**src/rtl/ihb_pkg.sv**
```systemverilog
// types and constants shared by the ipv4 header builder modules
package ihb_pkg;

	localparam int HDR_LEN = 20;
	localparam int IDX_W = $clog2(HDR_LEN);
	localparam int SUM_W = 19;

	localparam logic [7:0] VER_IHL = 8'h45;
	localparam logic [7:0] TTL_VAL = 8'd64;
	localparam logic [31:0] LOOPBACK_ADDR = 32'h7F00_0001;

	localparam logic REQ_START = 1'b0;
	localparam logic REQ_DATA = 1'b1;

	localparam logic [1:0] ST_OK = 2'd0;
	localparam logic [1:0] ST_LEN = 2'd1;
	localparam logic [1:0] ST_STRAY = 2'd2;

	typedef enum logic [1:0] {
		K_HDR,
		K_DATA,
		K_ERR_LEN,
		K_ERR_STRAY
	} kind_t;

	typedef struct packed {
		kind_t kind;
		logic [15:0] tot_len;
		logic [7:0] protocol;
		logic [31:0] src_addr;
		logic [31:0] dst_addr;
		logic [SUM_W-1:0] sum;
		logic [7:0] data;
		logic last;
		logic route;
	} cmd_t;

endpackage

```
**src/rtl/ihb_front.sv**
```systemverilog
// front end: accepts words, tracks the open packet and queues commands
module ihb_front #(
	parameter int MAX_PACKET = 1024
) (
	input logic clk,
	input logic arst_n,
	input logic item_valid,
	output logic item_ready,
	input logic req_type,
	input logic [7:0] protocol,
	input logic [31:0] src_addr,
	input logic [31:0] dst_addr,
	input logic [15:0] payload_len,
	input logic [7:0] data_byte,
	input logic cfg_valid,
	output logic cfg_ready,
	input logic [31:0] cfg_data,
	input logic q_full,
	output logic push,
	output ihb_pkg::cmd_t push_cmd
);

	logic [31:0] local_addr_q;
	logic [15:0] bytes_left_q;
	logic packet_open_q;
	logic route_held_q;

	logic [16:0] tot_len;
	logic oversize;
	logic rt;
	logic [ihb_pkg::SUM_W-1:0] sum;
	logic accept;

	assign item_ready = !q_full;
	assign cfg_ready = 1'b1;
	assign accept = item_valid && item_ready;
	assign push = accept;

	assign tot_len = 17'(payload_len) + 17'(ihb_pkg::HDR_LEN);
	assign oversize = tot_len > 17'(MAX_PACKET);
	assign rt = (dst_addr == local_addr_q) && (dst_addr == ihb_pkg::LOOPBACK_ADDR);

	// header words, checksum field taken as zero
	assign sum = ihb_pkg::SUM_W'({ihb_pkg::VER_IHL, 8'h00})
		+ ihb_pkg::SUM_W'(tot_len[15:0])
		+ ihb_pkg::SUM_W'({ihb_pkg::TTL_VAL, protocol})
		+ ihb_pkg::SUM_W'(src_addr[31:16]) + ihb_pkg::SUM_W'(src_addr[15:0])
		+ ihb_pkg::SUM_W'(dst_addr[31:16]) + ihb_pkg::SUM_W'(dst_addr[15:0]);

	always_comb begin
		push_cmd = '0;
		push_cmd.tot_len = tot_len[15:0];
		push_cmd.protocol = protocol;
		push_cmd.src_addr = src_addr;
		push_cmd.dst_addr = dst_addr;
		push_cmd.sum = sum;
		push_cmd.data = data_byte;
		if (req_type == ihb_pkg::REQ_START) begin
			if (oversize) begin
				push_cmd.kind = ihb_pkg::K_ERR_LEN;
			end else begin
				push_cmd.kind = ihb_pkg::K_HDR;
				push_cmd.last = payload_len == 16'd0;
				push_cmd.route = rt;
			end
		end else if (!packet_open_q) begin
			push_cmd.kind = ihb_pkg::K_ERR_STRAY;
		end else begin
			push_cmd.kind = ihb_pkg::K_DATA;
			push_cmd.last = bytes_left_q == 16'd1;
			push_cmd.route = route_held_q;
		end
	end

	always_ff @(posedge clk or negedge arst_n) begin
		if (!arst_n) begin
			local_addr_q <= '0;
			bytes_left_q <= '0;
			packet_open_q <= 1'b0;
			route_held_q <= 1'b0;
		end else begin
			if (cfg_valid && cfg_ready) begin
				local_addr_q <= cfg_data;
			end
			if (accept) begin
				if (req_type == ihb_pkg::REQ_START) begin
					if (oversize) begin
						bytes_left_q <= '0;
						packet_open_q <= 1'b0;
					end else begin
						bytes_left_q <= payload_len;
						packet_open_q <= payload_len != 16'd0;
						route_held_q <= rt;
					end
				end else if (packet_open_q) begin
					bytes_left_q <= bytes_left_q - 16'd1;
					if (bytes_left_q == 16'd1) begin
						packet_open_q <= 1'b0;
					end
				end
			end
		end
	end

	a_open_matches_count: assert property (@(posedge clk) disable iff (!arst_n)
		packet_open_q == (bytes_left_q != 16'd0))
		else $error("open flag and byte count disagree");

	a_no_push_when_full: assert property (@(posedge clk) disable iff (!arst_n)
		push |-> !q_full)
		else $error("push into full queue");

endmodule

```
**src/rtl/ihb_queue.sv**
```systemverilog
// command queue between front and back
module ihb_queue #(
	parameter int DEPTH = 4
) (
	input logic clk,
	input logic arst_n,
	input logic push,
	input ihb_pkg::cmd_t wr_cmd,
	output logic full,
	input logic pop,
	output ihb_pkg::cmd_t rd_cmd,
	output logic empty
);

	localparam int AW = $clog2(DEPTH);
	localparam int CW = $clog2(DEPTH + 1);

	ihb_pkg::cmd_t mem_q [DEPTH];
	logic [AW-1:0] wr_ptr_q;
	logic [AW-1:0] rd_ptr_q;
	logic [CW-1:0] cnt_q;

	assign full = cnt_q == CW'(DEPTH);
	assign empty = cnt_q == '0;
	assign rd_cmd = mem_q[rd_ptr_q];

	always_ff @(posedge clk) begin
		if (push) begin
			mem_q[wr_ptr_q] <= wr_cmd;
		end
	end

	always_ff @(posedge clk or negedge arst_n) begin
		if (!arst_n) begin
			wr_ptr_q <= '0;
			rd_ptr_q <= '0;
			cnt_q <= '0;
		end else begin
			if (push) begin
				wr_ptr_q <= (wr_ptr_q == AW'(DEPTH - 1)) ? '0 : wr_ptr_q + 1'b1;
			end
			if (pop) begin
				rd_ptr_q <= (rd_ptr_q == AW'(DEPTH - 1)) ? '0 : rd_ptr_q + 1'b1;
			end
			if (push && !pop) begin
				cnt_q <= cnt_q + 1'b1;
			end else if (pop && !push) begin
				cnt_q <= cnt_q - 1'b1;
			end
		end
	end

	a_cnt_bound: assert property (@(posedge clk) disable iff (!arst_n)
		cnt_q <= CW'(DEPTH))
		else $error("queue count overflow");

endmodule

```
**src/rtl/ihb_back.sv**
```systemverilog
// back end: expands queued commands into output words
module ihb_back (
	input logic clk,
	input logic arst_n,
	input ihb_pkg::cmd_t rd_cmd,
	input logic empty,
	output logic pop,
	output logic res_valid,
	input logic res_ready,
	output logic [7:0] out_byte,
	output logic is_last,
	output logic route,
	output logic [1:0] status
);

	logic [ihb_pkg::IDX_W-1:0] idx_q;
	logic res_valid_q;
	logic [7:0] byte_q;
	logic last_q;
	logic route_q;
	logic [1:0] status_q;

	logic load;
	logic go;
	logic hdr_end;
	logic [16:0] fold1;
	logic [15:0] fold2;
	logic [15:0] ck;
	logic [7:0] hdr_byte;
	logic [7:0] nxt_byte;
	logic nxt_last;
	logic nxt_route;
	logic [1:0] nxt_status;
	logic done;

	assign res_valid = res_valid_q;
	assign out_byte = byte_q;
	assign is_last = last_q;
	assign route = route_q;
	assign status = status_q;

	assign load = !res_valid_q || res_ready;
	assign go = load && !empty;
	assign hdr_end = idx_q == ihb_pkg::IDX_W'(ihb_pkg::HDR_LEN - 1);
	assign pop = go && done;

	// ones-complement carry fold
	assign fold1 = 17'(rd_cmd.sum[15:0]) + 17'(rd_cmd.sum[ihb_pkg::SUM_W-1:16]);
	assign fold2 = fold1[15:0] + 16'(fold1[16]);
	assign ck = ~fold2;

	always_comb begin
		case (idx_q)
			5'd0: hdr_byte = ihb_pkg::VER_IHL;
			5'd2: hdr_byte = rd_cmd.tot_len[15:8];
			5'd3: hdr_byte = rd_cmd.tot_len[7:0];
			5'd8: hdr_byte = ihb_pkg::TTL_VAL;
			5'd9: hdr_byte = rd_cmd.protocol;
			5'd10: hdr_byte = ck[15:8];
			5'd11: hdr_byte = ck[7:0];
			5'd12: hdr_byte = rd_cmd.src_addr[31:24];
			5'd13: hdr_byte = rd_cmd.src_addr[23:16];
			5'd14: hdr_byte = rd_cmd.src_addr[15:8];
			5'd15: hdr_byte = rd_cmd.src_addr[7:0];
			5'd16: hdr_byte = rd_cmd.dst_addr[31:24];
			5'd17: hdr_byte = rd_cmd.dst_addr[23:16];
			5'd18: hdr_byte = rd_cmd.dst_addr[15:8];
			5'd19: hdr_byte = rd_cmd.dst_addr[7:0];
			default: hdr_byte = 8'h00;
		endcase
	end

	always_comb begin
		nxt_byte = 8'h00;
		nxt_last = 1'b0;
		nxt_route = 1'b0;
		nxt_status = ihb_pkg::ST_OK;
		done = 1'b1;
		case (rd_cmd.kind)
			ihb_pkg::K_HDR: begin
				nxt_byte = hdr_byte;
				nxt_last = rd_cmd.last && hdr_end;
				nxt_route = rd_cmd.route;
				done = hdr_end;
			end
			ihb_pkg::K_DATA: begin
				nxt_byte = rd_cmd.data;
				nxt_last = rd_cmd.last;
				nxt_route = rd_cmd.route;
			end
			ihb_pkg::K_ERR_LEN: begin
				nxt_status = ihb_pkg::ST_LEN;
			end
			ihb_pkg::K_ERR_STRAY: begin
				nxt_status = ihb_pkg::ST_STRAY;
			end
			default: begin
				nxt_status = ihb_pkg::ST_OK;
			end
		endcase
	end

	always_ff @(posedge clk) begin
		if (go) begin
			byte_q <= nxt_byte;
			last_q <= nxt_last;
			route_q <= nxt_route;
			status_q <= nxt_status;
		end
	end

	always_ff @(posedge clk or negedge arst_n) begin
		if (!arst_n) begin
			res_valid_q <= 1'b0;
			idx_q <= '0;
		end else begin
			if (load) begin
				res_valid_q <= !empty;
			end
			if (go) begin
				idx_q <= done ? '0 : idx_q + 1'b1;
			end
		end
	end

	a_last_is_ok: assert property (@(posedge clk) disable iff (!arst_n)
		res_valid_q && last_q |-> status_q == ihb_pkg::ST_OK)
		else $error("last word with error status");

	a_mid_header_held: assert property (@(posedge clk) disable iff (!arst_n)
		idx_q != '0 |-> !empty && rd_cmd.kind == ihb_pkg::K_HDR)
		else $error("header position set without header command");

	a_idx_range: assert property (@(posedge clk) disable iff (!arst_n)
		idx_q <= ihb_pkg::IDX_W'(ihb_pkg::HDR_LEN - 1))
		else $error("header position out of range");

endmodule

```
**src/rtl/ipv4_header_builder.sv**
```systemverilog
// top level of the ipv4 header builder
//
//  channel  signals                      direction  payload
//  item     item_valid / item_ready      in         req_type protocol src_addr dst_addr
//                                                   payload_len data_byte
//  result   res_valid / res_ready        out        out_byte is_last route status
//  config   cfg_valid / cfg_ready        in         cfg_data (local_addr)
//
// a start word yields 20 result words, or one error word if the packet exceeds MAX_PACKET
// payload and error words yield one result word each, one per cycle while the output is not stalled
// the front takes a word per cycle while the command queue has room
// results sit in one output register; a stall there fills the queue, then holds off items
// arst_n clears the local address, packet tracking, queue and output valid
module ipv4_header_builder #(
	parameter int MAX_PACKET = 1024,
	parameter int QUEUE_DEPTH = 4
) (
	input logic clk,
	input logic arst_n,
	input logic item_valid,
	output logic item_ready,
	input logic req_type,
	input logic [7:0] protocol,
	input logic [31:0] src_addr,
	input logic [31:0] dst_addr,
	input logic [15:0] payload_len,
	input logic [7:0] data_byte,
	output logic res_valid,
	input logic res_ready,
	output logic [7:0] out_byte,
	output logic is_last,
	output logic route,
	output logic [1:0] status,
	input logic cfg_valid,
	output logic cfg_ready,
	input logic [31:0] cfg_data
);

	ihb_pkg::cmd_t push_cmd;
	ihb_pkg::cmd_t rd_cmd;
	logic push;
	logic pop;
	logic q_full;
	logic q_empty;

	ihb_front #(
		.MAX_PACKET(MAX_PACKET)
	) u_front (
		.clk(clk),
		.arst_n(arst_n),
		.item_valid(item_valid),
		.item_ready(item_ready),
		.req_type(req_type),
		.protocol(protocol),
		.src_addr(src_addr),
		.dst_addr(dst_addr),
		.payload_len(payload_len),
		.data_byte(data_byte),
		.cfg_valid(cfg_valid),
		.cfg_ready(cfg_ready),
		.cfg_data(cfg_data),
		.q_full(q_full),
		.push(push),
		.push_cmd(push_cmd)
	);

	ihb_queue #(
		.DEPTH(QUEUE_DEPTH)
	) u_queue (
		.clk(clk),
		.arst_n(arst_n),
		.push(push),
		.wr_cmd(push_cmd),
		.full(q_full),
		.pop(pop),
		.rd_cmd(rd_cmd),
		.empty(q_empty)
	);

	ihb_back u_back (
		.clk(clk),
		.arst_n(arst_n),
		.rd_cmd(rd_cmd),
		.empty(q_empty),
		.pop(pop),
		.res_valid(res_valid),
		.res_ready(res_ready),
		.out_byte(out_byte),
		.is_last(is_last),
		.route(route),
		.status(status)
	);

endmodule

```
**config.mk**
```make
export PLATFORM = sky130hd
export DESIGN_NAME = ipv4_header_builder
export DESIGN_NICKNAME = d
export VERILOG_FILES = /design/src/rtl/ihb_pkg.sv /design/src/rtl/ihb_front.sv /design/src/rtl/ihb_queue.sv /design/src/rtl/ihb_back.sv /design/src/rtl/ipv4_header_builder.sv
export SDC_FILE = /design/constraint.sdc
export NUM_CORES = 1
export LEC_CHECK = 0
export BUFFER_PORTS_ARGS = -buffer_cell sky130_fd_sc_hd__buf_4
export CAP_MARGIN = 15
export CELL_PAD_IN_SITES_DETAIL_PLACEMENT = 1
export CELL_PAD_IN_SITES_GLOBAL_PLACEMENT = 1
export CORE_MARGIN = 3
export CORE_UTILIZATION = 56
export DETAILED_ROUTE_END_ITERATION = 10
export PLACE_DENSITY_LB_ADDON = 0.1
export SYNTH_ARGS = -nofsm -noshare
export SYNTH_HDL_FRONTEND = slang
export SYNTH_SLANG_ARGS = --single-unit
```
**constraint.sdc**
```tcl
create_clock -name clk -period 18.6 [get_ports clk]
set_input_delay 0.93 -clock clk [delete_from_list [all_inputs] [get_ports clk]]
set_output_delay 0.93 -clock clk [all_outputs]
set_load 0.05 [all_outputs]
```
== Word-level counts from Yosys, hierarchy flattened ==
Memory sizes are Yosys's and may differ from the RTL's.
Index checks and enable logic that the tools add are counted.

* Register bits: 75
* Memory bits (writable): 476
* Word-level logic and storage cells: 104
* Memories: 1

* Add/sub/neg operators: 15
* Magnitude comparators: 1
* Equality and inequality tests: 24
* Mux-type cells: 25
* Bitwise logic cells: 3
* Reductions and logical operators: 22

{| class="wikitable"
|+ Memory list
! name !! depth !! bits a word !! rd ports !! clocked after memory_dff !! write ports !! RTL line !! source
|-
| u_queue.mem_q || 4 || 119 || 1 || 0 || 1 || ihb_queue.sv:18 || <nowiki>ihb_pkg::cmd_t mem_q [DEPTH];</nowiki>
|}

{| class="wikitable"
|+ Operators by type and width
! operator !! number
|-
| $pmux 8 s15 || 1
|-
| $add 19x16->19 || 4
|-
| $mux 16 || 3
|-
| $eq 5x4->1 const B || 8
|-
| $eq 32x31->1 const B || 1
|-
| $eq 32x32->1 || 1
|-
| $eq 5x5->1 const B || 4
|-
| $add 19x15->19 || 1
|-
| $add 15x16->17 const A || 1
|-
| $add 16x3->17 || 1
|-
| $add 16x5->17 const B || 1
|-
| $gt 17x11->1 const B || 1
|-
| $add 16x1->16 || 1
|-
| $eq 16x1->1 const B || 1
|-
| $logic_not 16->1 || 1
|-
| $mux 2 || 8
|-
| $not 16->16 || 1
|-
| $pmux 8 s2 || 1
|-
| $reduce_bool 16->1 || 1
|-
| $sub 16x1->16 const B || 1
|-
| $eq 5x2->1 const B || 2
|-
| $eq 2x2->1 const B || 4
|-
| $logic_and 1x1->1 || 7
|-
| $mux 1 || 7
|-
| other kinds (21) || 28
|}

== Logic depth before layout (Yosys ltp) ==
Gate-level depths: netlist of run 1.

* Depth after elaboration: 7
* Mapped depth: 27
* Depth with buffers taken out: 20

== Modules after synthesis ==
A second synthesis of run 1 with hierarchy kept.

* Cell total of the unflattened synthesis: 1619
* Area, all modules: 25976.2 um^2

{| class="wikitable"
|+ Modules (own cells, without submodules)
! module !! times used !! cells each !! area each (um^2) !! seq. area each (um^2)
|-
| ihb_queue || 1 || 659 || 17584.4 || 14468.9
|-
| ihb_front || 1 || 662 || 6007.0 || 1251.2
|-
| ihb_back || 1 || 298 || 2384.8 || 510.5
|}

== Worst setup path after synthesis of run 1 ==
OpenSTA, ideal clock, no wires.

* Kind: register to register
* From: register u_queue.rd_ptr_q[0]
* To: register u_back.byte_q[7], in the netlist u_back.out_byte[7], data pin
* Arrival time: 5548 ps
* Required time: 18328 ps
* Setup slack: 12780 ps
* Stages on the path, launching flop included: 24
* Path buffers: 9
* Path through: dfrtp_1 > buf_6 > buf_6 > buf_4 > buf_4 > buf_4 > buf_4 > buf_4 > buf_2 > mux4_2 > ha_1 > nor2b_1 > o2111ai_2 > and2b_4 > nand2_2 > nor3_1 > ha_1 > and3_1 > clkbuf_1 > nand3_1 > and4b_4 > nor2_1 > a31o_1 > or4_1

* Cells in the longest elaborated chain, start to end: 6
* Elaborated cells between the ends (all ways): 8
* Those cells by class: add/sub: 2; eq/ne: 1; mux: 2; bitwise: 1; reduce/logical: 1; memory: 1

{| class="wikitable"
|+ Ends and longest elaborated chain
! item !! RTL line !! source
|-
| from (decl) || ihb_queue.sv:20 || <nowiki>logic [AW-1:0] rd_ptr_q;</nowiki>
|-
| from (signal assigned) || ihb_queue.sv:43 || <nowiki>rd_ptr_q <= (rd_ptr_q == AW'(DEPTH - 1)) ? '0 : rd_ptr_q + 1'b1;</nowiki>
|-
| $mem_v2 4x119 (*) || -- ||
|-
| $add 16x3->17 || ihb_back.sv:48 || <nowiki>assign fold1 = 17'(rd_cmd.sum[15:0]) + 17'(rd_cmd.sum[ihb_pkg::SUM_W-1:16]);</nowiki>
|-
| $add 16x1->16 || ihb_back.sv:49 || <nowiki>assign fold2 = fold1[15:0] + 16'(fold1[16]);</nowiki>
|-
| $not 16->16 || ihb_back.sv:50 || <nowiki>assign ck = ~fold2;</nowiki>
|-
| $pmux 8 s15 || ihb_back.sv:53 || <nowiki>case (idx_q)</nowiki>
|-
| $pmux 8 s2 (*) || ihb_back.sv:79 || <nowiki>case (rd_cmd.kind)</nowiki>
|-
| named net u_back.nxt_byte[7] || ihb_back.sv:30 || <nowiki>logic [7:0] nxt_byte;</nowiki>
|-
| to (signal assigned) || ihb_back.sv:105 || <nowiki>byte_q <= nxt_byte;</nowiki>
|-
| to (decl) || ihb_back.sv:18 || <nowiki>logic [7:0] byte_q;</nowiki>
|}

Mark *: on every way through the listed nets, which the timed path passes. The rest lies on a longest branch.
A chain may end at the register's enable or synchronous reset.

== Worst setup path after layout of run 1 ==
Same ends and word-level chain as after synthesis.

==> run summary, run 1 <==
The die is 218 um wide. The sequential cells in the finished layout cover a total of 16,200 sq um. For this run, design rule violations remaining after detail routing come to 0. Master of the slowest instance on the critical path: sky130_fd_sc_hd__buf_4. The largest vdd supply drop was 124 uV. Yosys mapped a number of flops with a built-in enable equal to 488. The post-synthesis area per instance was 16.7 sq um; the area of the multi-input gates was 8340 sq um.

The endpoint kind of the worst setup timing path was a flop. In the final routed layout, each cell accounts on average for 29.8 um. For the wire length of the first global-routing pass, the log shows 104 mm. The count of endpoints failing hold in the final timing report came out at 0. In this run the clock root is driven by a sky130_fd_sc_hd__clkbuf_16. For the die area, the log shows 47,600 sq um. Along the worst path, the maximum fanout reaches 46. Final core area utilization: 0.653.

The critical path goes through buf_4 > mux4_2 > ha_1 > inv_1 > fa_1 > nor2b_1 > o2111ai_2 > and2b_4 > nand2_2 > nor3_1 > ha_1 > and3_1 > nand3_1 > and4b_4 > nor2_1 > a31o_1 > or4_1. The logs give 0 for the final count of pins violating max slew and 0.62 ns for the clock latency on the worst-skew pair. The area fraction of the dominant cell type after synthesis is 0.581. Once detailed placement completed, the half-perimeter wirelength came to 47.3 mm. The number of buffers added on ports came out at 147.

The detailed router placed 14,700 vias in this run. The height of the chip is 218 um, and the portion of the post-synthesis area used by sequential elements is 0.644. The initial antenna violation count was 2. The number of gates on the worst path with buffers counted was 17; the final-layout setup total negative slack was 0 ns. Synthesis produced a netlist with a net count of 1,752. For the pin with the worst max-slew slack, the measured transition is 1.09 ns. The combined global-route utilization of all metal layers was 0.299; the upper clock frequency limit was 0.167 GHz.

The cts-stage hold buffer count was 0; the total power divided by cell area was 163 nW/um^2. The floorplan step defined a core boundary enclosing 44,300 sq um. Counting every sink on the clock net gives 551. The worst min-delay path category was in -> async. The Yosys step of the flow raised 0 warnings. The total CTS buffers came out at 56. The number of cells on the worst reg-to-reg path is 17. After global routing the overflow that remains totals 0. In this run the critical register-to-register path is captured at u_back.out_byte[7]. After filler insertion, the fill cell instance count of the layout stands at 3,940. Among all cell types in the netlist, the one instantiated most often is sky130_fd_sc_hd__edfxtp_1. The detailed router finished its first iteration with 1,528 violations.

In this run the count of I/O pins placed on the die edge is 149. The overall power of the completed layout came out at 4710 uW. The longest clock path from root to sink contains 3 buffers. The floorplan has 77 rows.

Headroom to the max-slew limit: 0.265. The number of buffers and inverters on the critical path is 2. The total detailed-routing wirelength was 69.3 mm; the time the worst path needs with I/O delays and setup was 5.97 ns.

CTS clock-pin slew for the worst setup and hold paths: 0.06 ns. The origin of the worst setup path is u_queue.rd_ptr_q[0]. Sorting the synthesized cells by how often they occur yields sky130_fd_sc_hd__edfxtp_1 (488), sky130_fd_sc_hd__mux4_2 (119), sky130_fd_sc_hd__inv_1 (104). The cell repeated most along the worst path is sky130_fd_sc_hd__ha_1. Grouping stages by cell kind, the critical path spends the most delay in simple AND/OR/NAND/NOR gates. Fraction of registers with async set or reset after synthesis: 0.114. The tools report the final hold slack as 0.422 ns. The first detailed-routing pass took 5 iterations.

Relative to the synthesized area, the layout overhead comes to 14.8%. Setup violations remaining at the end of the flow were counted as 0. For this run, the post-layout net count is 1,927. In this run the remaining antenna-violating nets after routing total 0.

Once the clock tree was built, the resizer swapped 0 gates to a different size. The category of the most critical setup path was reg -> reg. The analysis attributes to cell leakage a power of 0.0102 uW. The starting utilization of the core area was 0.569; the count of buffers added by post-CTS timing repair for setup was 0. The critical path data required time was 18.95 ns; the largest stage delay on the critical path was 0.89 ns. The share of cells above drive strength 1 was 0.252; the register bit count reported by yosys was 551.

The type of origin of the critical path is a flop. The H-tree depth reported by CTS was 2. Data on the critical path arrives at its endpoint at 6.32 ns. Clock skew on the completed layout was measured at 0.0124 ns. In the synthesized netlist, the number of instances is 1,511. In this run the critical register-to-register path is launched from u_queue.rd_ptr_q[0]. Following the worst setup path forward leads to its endpoint at u_back.out_byte[7].

TritonCTS built the clock tree. Setup repair after global routing left no endpoint under its margin. The number of vias per cell is 6.33. For this run, the leading register cell type out of synthesis is sky130_fd_sc_hd__edfxtp_1. The global placer's final weighted congestion came out at 0.882.

Yosys mapped the design onto 83 distinct sky130hd cell types. The mapped netlist covers 25,200 sq um. The final critical-path share of the clock period was 0.321. Post-synthesis cell type with the largest combined area: sky130_fd_sc_hd__edfxtp_1.

Entering global routing, the biggest net connects 64 pins. By area the synthesized netlist is led by sky130_fd_sc_hd__edfxtp_1 (58%), sky130_fd_sc_hd__mux4_2 (11%), sky130_fd_sc_hd__dfrtp_1 (6.3%). The run gives 15,900 as the via count of the first global-routing pass. The flow ran to the end, and the final reports show no timing, DRC or antenna violations.

The run gives 0 as the max-capacitance violation count. The run gives 12.63 ns as the minimum setup slack among reg-to-reg paths.
worst min-delay path by stage:
stage | from | to | cells after the start
after global routing | arst_n | u_queue.cnt_q[0] | 1
after global placement | u_front.route_held_q | u_front.route_held_q | 2
final | arst_n | u_queue.cnt_q[0] | 1
after detailed placement | u_front.route_held_q | u_front.route_held_q | 2
after CTS | arst_n | u_queue.cnt_q[0] | 1
after floorplan | u_front.route_held_q | u_front.route_held_q | 2
area by class of cell:
class,instances,share of cell area
inverter,104,0.0135
clock buffer,74,0.0529
sequential,551,0.561
multi-input combinational,805,0.288
tap,592,0.0256
timing repair buffer,168,0.0436
clock inverter,31,0.0154
antenna,1,0.0000864
cells by family after synthesis:
family	after synthesis	synth area share
and+or+nand+nor	277	0.0581
other	1	0.000149
AOI/OAI and AO/OA	185	0.0509
adders and majority gates	108	0.0707
muxes	159	0.124
DFF	551	0.644
buffers and inverters	155	0.0265
xor gates and xnor gates	75	0.0260
metrics by stage:
step,instance area [sq um],std cells,worst slack (ns)
finish,29000,2326,12.63
global route,29000,2325,12.20
CTS,29000,2325,12.55
detailed placement,27000,2220,12.21
global placement,27000,2220,12.44
floorplan,25200,1511,12.78
metal layers:
layer | wire length (um) | track usage
met5 | 0 | 0
met4 | 1930 | 0.0824
met3 | 4830 | 0.0587
met2 | 34700 | 0.499
met1 | 27900 | 0.409
state kept, by name, summed over array words and instances (netlist names):
| register | count |
|---|---|
| u_front.local_addr_q | 32 |
| u_queue.rd_ptr_q | 2 |
| u_back.route | 1 |
| u_front.packet_open_q | 1 |
| u_back.res_valid | 1 |
| u_back.out_byte | 8 |
| u_queue.cnt_q | 3 |
| u_back.idx_q | 5 |
| u_queue.mem_q | 476 |
| u_front.bytes_left_q | 16 |
| u_back.status | 2 |
| u_queue.wr_ptr_q | 2 |
| u_front.route_held_q | 1 |
| u_back.is_last | 1 |
layout by cell type, fill, tap and decap left out, drive strengths merged, types with 36 or more instances in the layout:
cell	n
a22oi	40
buf	168
clkbuf	74
dfrtp	63
edfxtp	488
fa	58
ha	49
inv	107
mux2	36
mux4	119
nand2	66
nor2	53
o21ai	39
xnor2	50
power by group:
| part | leakage [uW] | internal, uW | total, uW | switching, uW |
|---|---|---|---|---|
| registers | 0.00521 | 1750 | 1870 | 120 |
| clock network | 0.000966 | 732 | 1210 | 479 |
| logic | 0.00407 | 638 | 1630 | 989 |
| total | 0.0102 | 3120 | 4710 | 1590 |
Note: power is estimated with default switching activity, not from simulation.
==> inputs of run 2 (changes only) <==
--- a/config.mk
+++ b/config.mk
@@ -5,12 +5,13 @@
 export SDC_FILE = /design/constraint.sdc
 export NUM_CORES = 1
 export LEC_CHECK = 0
+export ABC_AREA = 1
 export BUFFER_PORTS_ARGS = -buffer_cell sky130_fd_sc_hd__buf_4
 export CAP_MARGIN = 15
 export CELL_PAD_IN_SITES_DETAIL_PLACEMENT = 1
 export CELL_PAD_IN_SITES_GLOBAL_PLACEMENT = 1
 export CORE_MARGIN = 3
-export CORE_UTILIZATION = 56
+export CORE_UTILIZATION = 49
 export DETAILED_ROUTE_END_ITERATION = 10
 export PLACE_DENSITY_LB_ADDON = 0.1
 export SYNTH_ARGS = -nofsm -noshare
==> constraint.sdc (replaced) <==
create_clock -name clk -period 6.15 [get_ports clk]
set_input_delay 0.3075 -clock clk [delete_from_list [all_inputs] [get_ports clk]]
set_output_delay 0.3075 -clock clk [all_outputs]
set_load 0.05 [all_outputs]
==> run 2 against run 1 <==
  * Count of clock-buffer cells in the layout down 5
  * Sequential power rose to 3.0 times the previous value
  * Critical path depth up 7
  * Flip-flop and latch count unchanged
  * Power rose to 3.2 times the previous value
  * Combinational power rose to 3.6 times the previous value
  * Cell area up 8.5%
  * First-iteration DRC count up 3.1%
  * Setup slack worse by 12 ns
  * Clock power rose to 3.1 times the previous value
  * Sequential share of layout area down 4.4 points
  * Critical endpoint is now u_queue.mem_q[0][27]
  * Highest routed layer unchanged
==> run summary, run 2 <==
The run finished with clean final reports. The largest registers in the layout are u_queue.mem_q (476), u_front.local_addr_q (32), u_front.bytes_left_q (16). The logs give 0.0200 ns (+0.00758 ns) for the clock tree skew after final layout and 0 (unchanged) for the sum of overflow across all layers after global routing. The critical path is of the in -> reg type. The tools report the final hold slack as 0.0525 ns (-0.369 ns).

The post-synthesis area per instance is 10.9 sq um (-35%), and the combined global-route utilization of all metal layers is 0.301 (+0.00201). For the leakage power figure, the log shows 0.0123 uW (+20%). Subtracting the final worst setup slack from the clock period gives 5.45 ns. TritonCTS built the clock tree. The headroom to the max-slew limit was 0.152 (-0.113). The total power divided by cell area was 487 nW/um^2 (+200%).

Derived from the worst setup path, the maximum achievable clock frequency is 0.183 GHz. The via count of the routed design was 19,700 (+34%). The wire length of the first global-routing pass is 129 mm (+24%). The final routed DRC violation total was 0 (unchanged); the pin count of the biggest net entering global routing was 120 (+88%). Actual transition at the worst max-transition pin: 1.26 ns (+0.170 ns).

The average detailed-routed wire length per instance was 24.8 um (-17%). Setup repair after global routing left no endpoint under its margin. In the layout the commonest cells are sky130_fd_sc_hd__edfxtp_1 (488), sky130_fd_sc_hd__nand2_1 (425), sky130_fd_sc_hd__nor2_1 (279). The net switching share of the total power works out to 0.397 (+0.0603). CTS root buffer: sky130_fd_sc_hd__clkbuf_16. The final core area utilization was 0.596 (-0.0578).

The library cell used most frequently in the layout, excluding fill and tap cells, is sky130_fd_sc_hd__edfxtp_1. The largest stage delay on the critical path was 0.54 ns (-0.35 ns); the area fraction of the dominant cell type after synthesis was 0.559 (-0.0225). The via count of the first global-routing pass is 21,000 (+32%). The tools report the HPWL after detailed placement as 53.9 mm (+14%). The number of enable-type register cells in the synthesized netlist works out to 488 (unchanged). Traced cell by cell, the critical path runs through dlygate4sd3_1 > buf_4 > ha_1 > nor2_1 > nor2_1 > nand3_1 > xor2_1 > inv_1 > o21ai_0 > nand4_1 > nand2_1 > xor2_1 > inv_1 > fa_1 > inv_1 > fa_1 > fa_1 > inv_1 > ha_1 > nand2_1 > nor2_1 > nand3_1 > o2111ai_1 > xor2_1. The arrival time of data at the critical path endpoint was 5.84 ns (-0.48 ns); the share of cells above drive strength 1 was 0.128 (-0.123).

The sink count of the clock tree is 551 (unchanged), and the number of vias per cell is 5.78 (-8.6%). For the number of core rows, the log shows 84 (+9.1%). Endpoint kind of the worst setup timing path: a flop. The fraction of power consumed by the clock network was 0.246 (-0.011); the number of buffers on the longest clock path was 3 (unchanged).

In the synthesized netlist, the cells that appear most often are sky130_fd_sc_hd__edfxtp_1 (488), sky130_fd_sc_hd__nand2_1 (425), sky130_fd_sc_hd__nor2_1 (285). The logs give 9220 uW (+200%) for the internal power of the cells and 6.54 ns (-12.41 ns) for the critical path data required time. The run gives 26,200 sq um (+4.0%) as the synthesized area. The number of buffers added on ports was 147 (unchanged).

The logs give 0.497 (-0.0718) for the starting utilization of the core area and 0.619 (-0.0249) for the portion of the post-synthesis area used by sequential elements. The power share of the combinational group was 0.385 (+0.040). The worst setup path is launched from an input port.

The post-detailed-route count of antenna-violating nets was 0 (unchanged). The H-tree depth reported by CTS came out at 2 (unchanged). From synthesis to final layout, the design area changed by 19.8%. The die area came out at 56,400 sq um (+18%). The worst min-delay path category is in -> reg. For the overall power of the completed layout, the log shows 15,300 uW (+220%). The sequential cell fraction of total power was 0.369 (-0.028); the fill cell total of the finished layout was 5,517 (+40%). The tools report the core outline area as 52,800 sq um (+19%). The clock latency on the worst-skew pair is 0.63 ns (about the same), and the final critical-path share of the clock period is 0.886.

The commonest register cell after synthesis was sky130_fd_sc_hd__edfxtp_1. Initial antenna violation count: 3 (+1). The number of buffer and inverter stages on the critical path is 6 (+4), and the largest vdd supply drop is 325 uV (+160%). Among all cell types in the netlist, the one instantiated most often is sky130_fd_sc_hd__edfxtp_1. The kind of cell with the highest combined delay along the critical path is adder cells. The tools report the net switching power as 6080 uW (+280%). For the number of instances resized during post-cts repair, the log shows 0 (unchanged).

The fraction of registers with async set or reset after synthesis is 0.114 (unchanged). Yosys attributes the largest share of cell area to sky130_fd_sc_hd__edfxtp_1 (56%), sky130_fd_sc_hd__nand2_1 (6.1%), sky130_fd_sc_hd__dfrtp_1 (6.0%). The die width is 237 um (+8.8%). The master of the slowest instance on the critical path is sky130_fd_sc_hd__dlygate4sd3_1.

The run gives 5 (unchanged) as the length of the first detailed-routing pass in iterations. The register with the most flip-flops is u_queue.mem_q. The height of the chip is 237 um (+8.8%), and the number of nets in the final layout is 2,916 (+51%). By instance count, the cell type seen most on the critical path is sky130_fd_sc_hd__inv_1. For the count of endpoints failing hold in the final timing report, the log shows 0 (unchanged). Of all cell types, the one taking the most synthesized area is sky130_fd_sc_hd__edfxtp_1.

The post-synthesis cell count came out at 2,405 (+59%). The global placer's final weighted congestion was 0.874 (-0.94%). The tools report the count of buffers added by post-CTS timing repair for setup as 0 (unchanged). The logs give 149 (unchanged) for the number of placed I/O pins and 58 (+3.6%) for the total CTS buffers.

Number of endpoints failing setup at the final stage: 0 (unchanged). The tools report the number of library cell types mapped by synthesis as 51 (-39%). The maximum fanout count along the critical path is 4 (-91%). The final count of pins violating max slew was 0 (unchanged); the number of nets in the synthesized netlist was 2,646 (+51%). The logs give 0 (unchanged) for the max-capacitance violation count and 1,575 (+3.1%) for the iteration-0 DRC count of the detailed router. The total detailed-routing wirelength came out at 84.7 mm (+22%). The register bit count reported by yosys came out at 551 (unchanged). The CTS clock-pin slew for the worst setup and hold paths was 0.06 ns (about the same).

The flip-flop count of the largest register, all copies and words added came out at 476 (unchanged). The tools report the total of warnings raised by yosys as 0 (unchanged).
-- run 2: changes by cell type in the layout (fill, tap and decap cells not counted), moves of 91 or more --
cell                            previous run  this run
sky130_fd_sc_hd__nand2_1                  65       425
sky130_fd_sc_hd__nor2_1                   53       279
sky130_fd_sc_hd__o21ai_0                  34       253
sky130_fd_sc_hd__dlygate4sd3_1             0       124
sky130_fd_sc_hd__inv_1                   104       224
sky130_fd_sc_hd__mux4_2                  119         0
sky130_fd_sc_hd__o22ai_1                   4        95
-- run 2: path summary, 6_finish.rpt --
path | start | to | slack (ns) | depth (start not counted)
max in group asynchronous | arst_n | u_queue.rd_ptr_q[0] | 5.13 | 2
min reg2reg | u_front.bytes_left_q[14] | u_front.bytes_left_q[14] | 0.49 | 2
max | payload_len[2] | u_queue.mem_q[0][27] | 0.70 | 24
min | dst_addr[7] | u_queue.mem_q[2][36] | 0.05 | 1
min in group asynchronous | arst_n | u_back.res_valid | 0.36 | 2
max reg2reg | u_queue.rd_ptr_q[0] | u_back.out_byte[4] | 0.93 | 28
-- run 2: final cells by class --
type	count	area [sq um]	area share
flip-flops and latches	551	16200	0.517
multi-input cells	1528	8740	0.278
repair buffers	303	2650	0.0843
clock buffers	69	1550	0.0495
inverters	233	882	0.0281
well taps	688	861	0.0274
clock inverters	41	492	0.0156
diodes	1	2.50	0.0000796
-- run 2: what timing repair did --
action                                 CTS  global route
hold buffers                           124             0
setup endpoints to repair                0             0
endpoints found under the hold margin  430             0
-- run 2: per-layer routing --
layer / track usage / wire length (um) / share of wire / up-vias
met5: 0 / 0 / 0 / -
met4: 0.0905 / 2620 / 0.031 / 0
met3: 0.0392 / 4910 / 0.058 / 149
met2: 0.525 / 42700 / 0.50 / 648
met1: 0.398 / 34500 / 0.41 / 10100
li1: - / - / - / 8843
-- run 2: kinds of logic after synthesis --
kind of cell / share of synthesized area
simple gates: 0.147
flops: 0.619
compound gates: 0.0937
buf+inv: 0.0500
fa+ha+maj: 0.0676
xor+xnor: 0.0163
mux: 0.00687
other cells: 0.000143
-- run 2: per-stage QoR --
step                      instances  area [sq um]  TNS [ns]  setup slack, ns
after floorplan                2405         26200   -248.06           -0.521
after global placement         3179         28100         0            0.813
after detailed placement       3179         28100         0            0.662
after CTS                      3413         31400         0            0.757
after global routing           3414         31400         0            0.406
final                          3414         31400         0            0.700
-- run 2: power groups by stage --
stage,Clock [uW],Combinational (uW),Sequential [uW]
4_1_cts,3790,5890,5640
3_3_place_gp,0,5530,5660
3_5_place_dp,0,5770,5700
5_1_grt,3950,6510,5710
2_1_floorplan,0,3670,5810
6_report,3750,5890,5640
==> inputs of run 3 (changes only) <==
--- a/config.mk
+++ b/config.mk
@@ -5,13 +5,12 @@
 export SDC_FILE = /design/constraint.sdc
 export NUM_CORES = 1
 export LEC_CHECK = 0
-export ABC_AREA = 1
 export BUFFER_PORTS_ARGS = -buffer_cell sky130_fd_sc_hd__buf_4
 export CAP_MARGIN = 15
 export CELL_PAD_IN_SITES_DETAIL_PLACEMENT = 1
 export CELL_PAD_IN_SITES_GLOBAL_PLACEMENT = 1
 export CORE_MARGIN = 3
-export CORE_UTILIZATION = 49
+export CORE_UTILIZATION = 52
 export DETAILED_ROUTE_END_ITERATION = 10
 export PLACE_DENSITY_LB_ADDON = 0.1
 export SYNTH_ARGS = -nofsm -noshare
==> run 3 against run 2 <==
  * Clock skew fell by 0.0096 ns
  * Sequential power hardly changed
  * Critical path depth is 4 lower
  * Highest routed layer is now met5
  * Final cell count shrank 28%
  * First-iteration DRC count is 16% lower
  * Wire length decreased by 19%
  * Non-clock buffer count fell by 10
  * Sequential share of layout area is 2.4 points higher
  * Count of clock-buffer cells in the layout increased by 13
  * Largest cell class unchanged
==> run summary, run 3 (synthesized netlist as in run 1, its figures left out) <==
The iteration-0 DRC count of the detailed router was 1,323 (-16%); the number of instances resized during post-cts repair was 0 (unchanged). For the global-route met2 utilization, the log shows 0.464 (-0.0613). The tools report the cts-stage hold buffer count as 117 (-5.6%). The origin of the critical flop-to-flop path is u_queue.rd_ptr_q[0].

Worst min-delay path category: in -> reg. For the upper clock frequency limit, the log shows 0.186 GHz (+1.4%). The share of cells above drive strength 1 is 0.236 (+0.108).

The minimum setup slack among reg-to-reg paths was 0.90 ns (-0.03 ns). The clock latency on the worst-skew pair is 0.60 ns (-0.03 ns), and the height of the chip is 226 um (-4.7%). The logs give 0.867 (-0.79%) for the global placer's final weighted congestion and 0 (unchanged) for the final routed DRC violation total. The die width works out to 226 um (-4.7%). The run gives 0 (unchanged) as the final count of pins violating max slew. The total detailed-routing wirelength came out at 68.9 mm (-19%). The cell repeated most along the worst path is sky130_fd_sc_hd__fa_1.

For the count of endpoints failing hold in the final timing report, the log shows 0 (unchanged). Setup repair after global routing left no endpoint under its margin. The tree is rooted in a sky130_fd_sc_hd__clkbuf_16. The post-route non-filler standard cell count was 2,473 (-28%).

The sum of overflow across all layers after global routing came out at 0 (unchanged). The register with the most flip-flops was u_queue.mem_q. The global routing usage on met3 was 0.0633 (+0.0241); the arrival time of data at the critical path endpoint was 5.70 ns (-0.14 ns). The combined global-route utilization of all metal layers was 0.278 (-0.0236); the depth of the most critical reg-to-reg path was 16 (-43%). The run gives 16,300 (-22%) as the via count of the first global-routing pass.

The starting utilization of the core area is 0.527 (+0.0299), and the HPWL after detailed placement is 46.3 mm (-14%). The run gives 51,200 sq um (-9.2%) as the die area. Post-detailed-route count of antenna-violating nets: 0 (unchanged).

The wire length of the first global-routing pass is 104 mm (-19%), and the actual transition at the worst max-transition pin is 1.01 ns (-0.250 ns). In the layout the commonest cells are sky130_fd_sc_hd__edfxtp_1 (488), sky130_fd_sc_hd__buf_4 (174), sky130_fd_sc_hd__mux4_2 (119). The critical path is of the in -> reg type.

The worst setup path is launched from an input port. The number of endpoints failing setup at the final stage is 0 (unchanged), and the max-capacitance violation count is 0 (unchanged). The flip-flop count of the largest register, all copies and words added came out at 476 (unchanged). The cell total after placement is 2,251 (-29%), and the largest stage delay on the critical path is 0.54 ns (about the same).

The run gives 13,900 uW (-9.2%) as the overall power of the completed layout. The H-tree depth reported by CTS was 2 (unchanged). Clock tree skew after final layout: 0.0104 ns (-0.00965 ns).

End point of the most critical hold path: u_front.bytes_left_q[6]. TritonCTS built the clock tree. The core outline area was 47,800 sq um (-9.3%). The largest registers in the layout are u_queue.mem_q (476), u_front.local_addr_q (32), u_front.bytes_left_q (16). The critical path data required time came out at 6.47 ns (-0.07 ns). The maximum fanout count along the critical path came out at 8 (+4). The number of buffers added on ports is 147 (unchanged). The slowest stage of the critical path belongs to the cell sky130_fd_sc_hd__fa_1. For the number of buffers on the longest clock path, the log shows 3 (unchanged). The post-place instance area is 27,100 sq um (-3.7%), and the number of nets in the final layout is 2,053 (-30%). The endpoint identified for the worst register-to-register timing path is u_back.out_byte[7].

The critical path goes through dlygate4sd3_1 > buf_4 > o2111ai_1 > nor2_1 > xor2_1 > a21oi_1 > xnor2_1 > fa_1 > inv_1 > fa_1 > fa_1 > inv_1 > ha_1 > nor3_1 > o2111ai_1 > a31oi_1 > nor2b_1 > o21a_1 > o41ai_1 > xnor2_1. met2 is the most crowded layer. Total power divided by cell area: 462 nW/um^2 (-5.0%). The pin count of the biggest net entering global routing was 64 (-47%); the average detailed-routed wire length per instance was 27.9 um (+12%).

The via count of the routed design is 14,800 (-25%), and the final critical-path share of the clock period is 0.874 (-0.0119). The run finished with clean final reports. Number of placed I/O pins: 149 (unchanged).

The startpoint identified for the worst hold timing path is payload_len[6]. The count of buffers added by post-CTS timing repair for setup was 0 (unchanged). For the number of core rows, the log shows 80 (-4.8%). The run gives 0.327 (+0.175) as the headroom to the max-slew limit.

The total CTS buffers was 57 (-1.7%). The fill cell total of the finished layout came out at 4,300 (-22%). Initial antenna violation count: 3 (unchanged). Leaving out fill and tap cells, the most frequent cell in the layout is sky130_fd_sc_hd__edfxtp_1.

The final standard cell area without fillers was 30,100 sq um (-4.4%). Relative to the synthesized area, the layout overhead comes to 19.2%. The run gives 0.0107 uW (-13%) as the leakage power figure.

For the length of the first detailed-routing pass in iterations, the log shows 5 (unchanged). The endpoint kind of the worst setup timing path was a flop. The met1 global-route usage was 0.364 (-0.0336).

The time the worst path needs with I/O delays and setup works out to 5.38 ns (-0.0733 ns). The CTS clock-pin slew for the worst setup and hold paths is 0.06 ns (about the same). The sink count of the clock tree is 551 (unchanged), and the number of stages on the worst hold path is 3 (+2). The number of vias per cell was 6.00 (+3.8%); the largest vdd supply drop was 259 uV (-20%). For the final-layout setup total negative slack, the log shows 0 ns (unchanged).
==> run 3: how the worst max path moves through the flow <==
stage / from / to / slack [ns] / depth (start not counted)
floorplan: u_queue.rd_ptr_q[0] / u_back.out_byte[7] / 0.33 / 23
global placement: payload_len[2] / u_queue.mem_q[0][27] / 0.68 / 20
detailed placement: payload_len[2] / u_queue.mem_q[3][28] / 0.44 / 19
CTS: u_queue.rd_ptr_q[0] / u_back.out_byte[7] / 0.85 / 13
global route: payload_len[7] / u_queue.mem_q[0][28] / 0.53 / 19
finish: payload_len[7] / u_queue.mem_q[0][27] / 0.77 / 20
==> run 3: layout make-up <==
class,instances,area (sq um),share of cell area
antenna,1,2.50,0.0000833
clock buffer,82,1610,0.0537
clock inverter,22,171,0.00570
inverter,104,390,0.0130
multi-input combinational,805,8350,0.278
sequential,551,16200,0.540
tap,615,769,0.0256
timing repair buffer,293,2520,0.0838
==> run 3: routing by layer <==
layer	part of all wire	vias up	wire length [um]
met5	0.00036	-	25
met3	0.068	127	4680
met2	0.50	481	34200
li1	-	6474	-
met4	0.033	4	2250
met1	0.40	7760	27700
==> run 3: power by group <==
part / leakage (uW) / internal (uW) / switching (uW)
logic: 0.00460 / 1990 / 2950
clock network: 0.000872 / 1900 / 1410
registers: 0.00521 / 5290 / 342
total: 0.0107 / 9180 / 4700
==> run 3: worst max-delay path, delay by kind of cell <==
family	cells	cell delay, ns
buf+inv	4	0.79
fa+ha+maj	4	1.77
simple gates	3	0.50
compound gates	6	1.39
xor+xnor	3	0.90
==> run 3: per-stage QoR <==
| stage | util | hold slack [ns] | worst slack [ns] |
|---|---|---|---|
| finish | 0.628 | 0.0345 | 0.773 |
| global route | 0.628 | 0.0295 | 0.532 |
| CTS | 0.628 | 0.00165 | 0.847 |
| detailed placement | 0.566 | 0.462 | 0.435 |
| global placement | 0.566 | 0.468 | 0.683 |
| floorplan | - | 0.0119 | 0.330 |
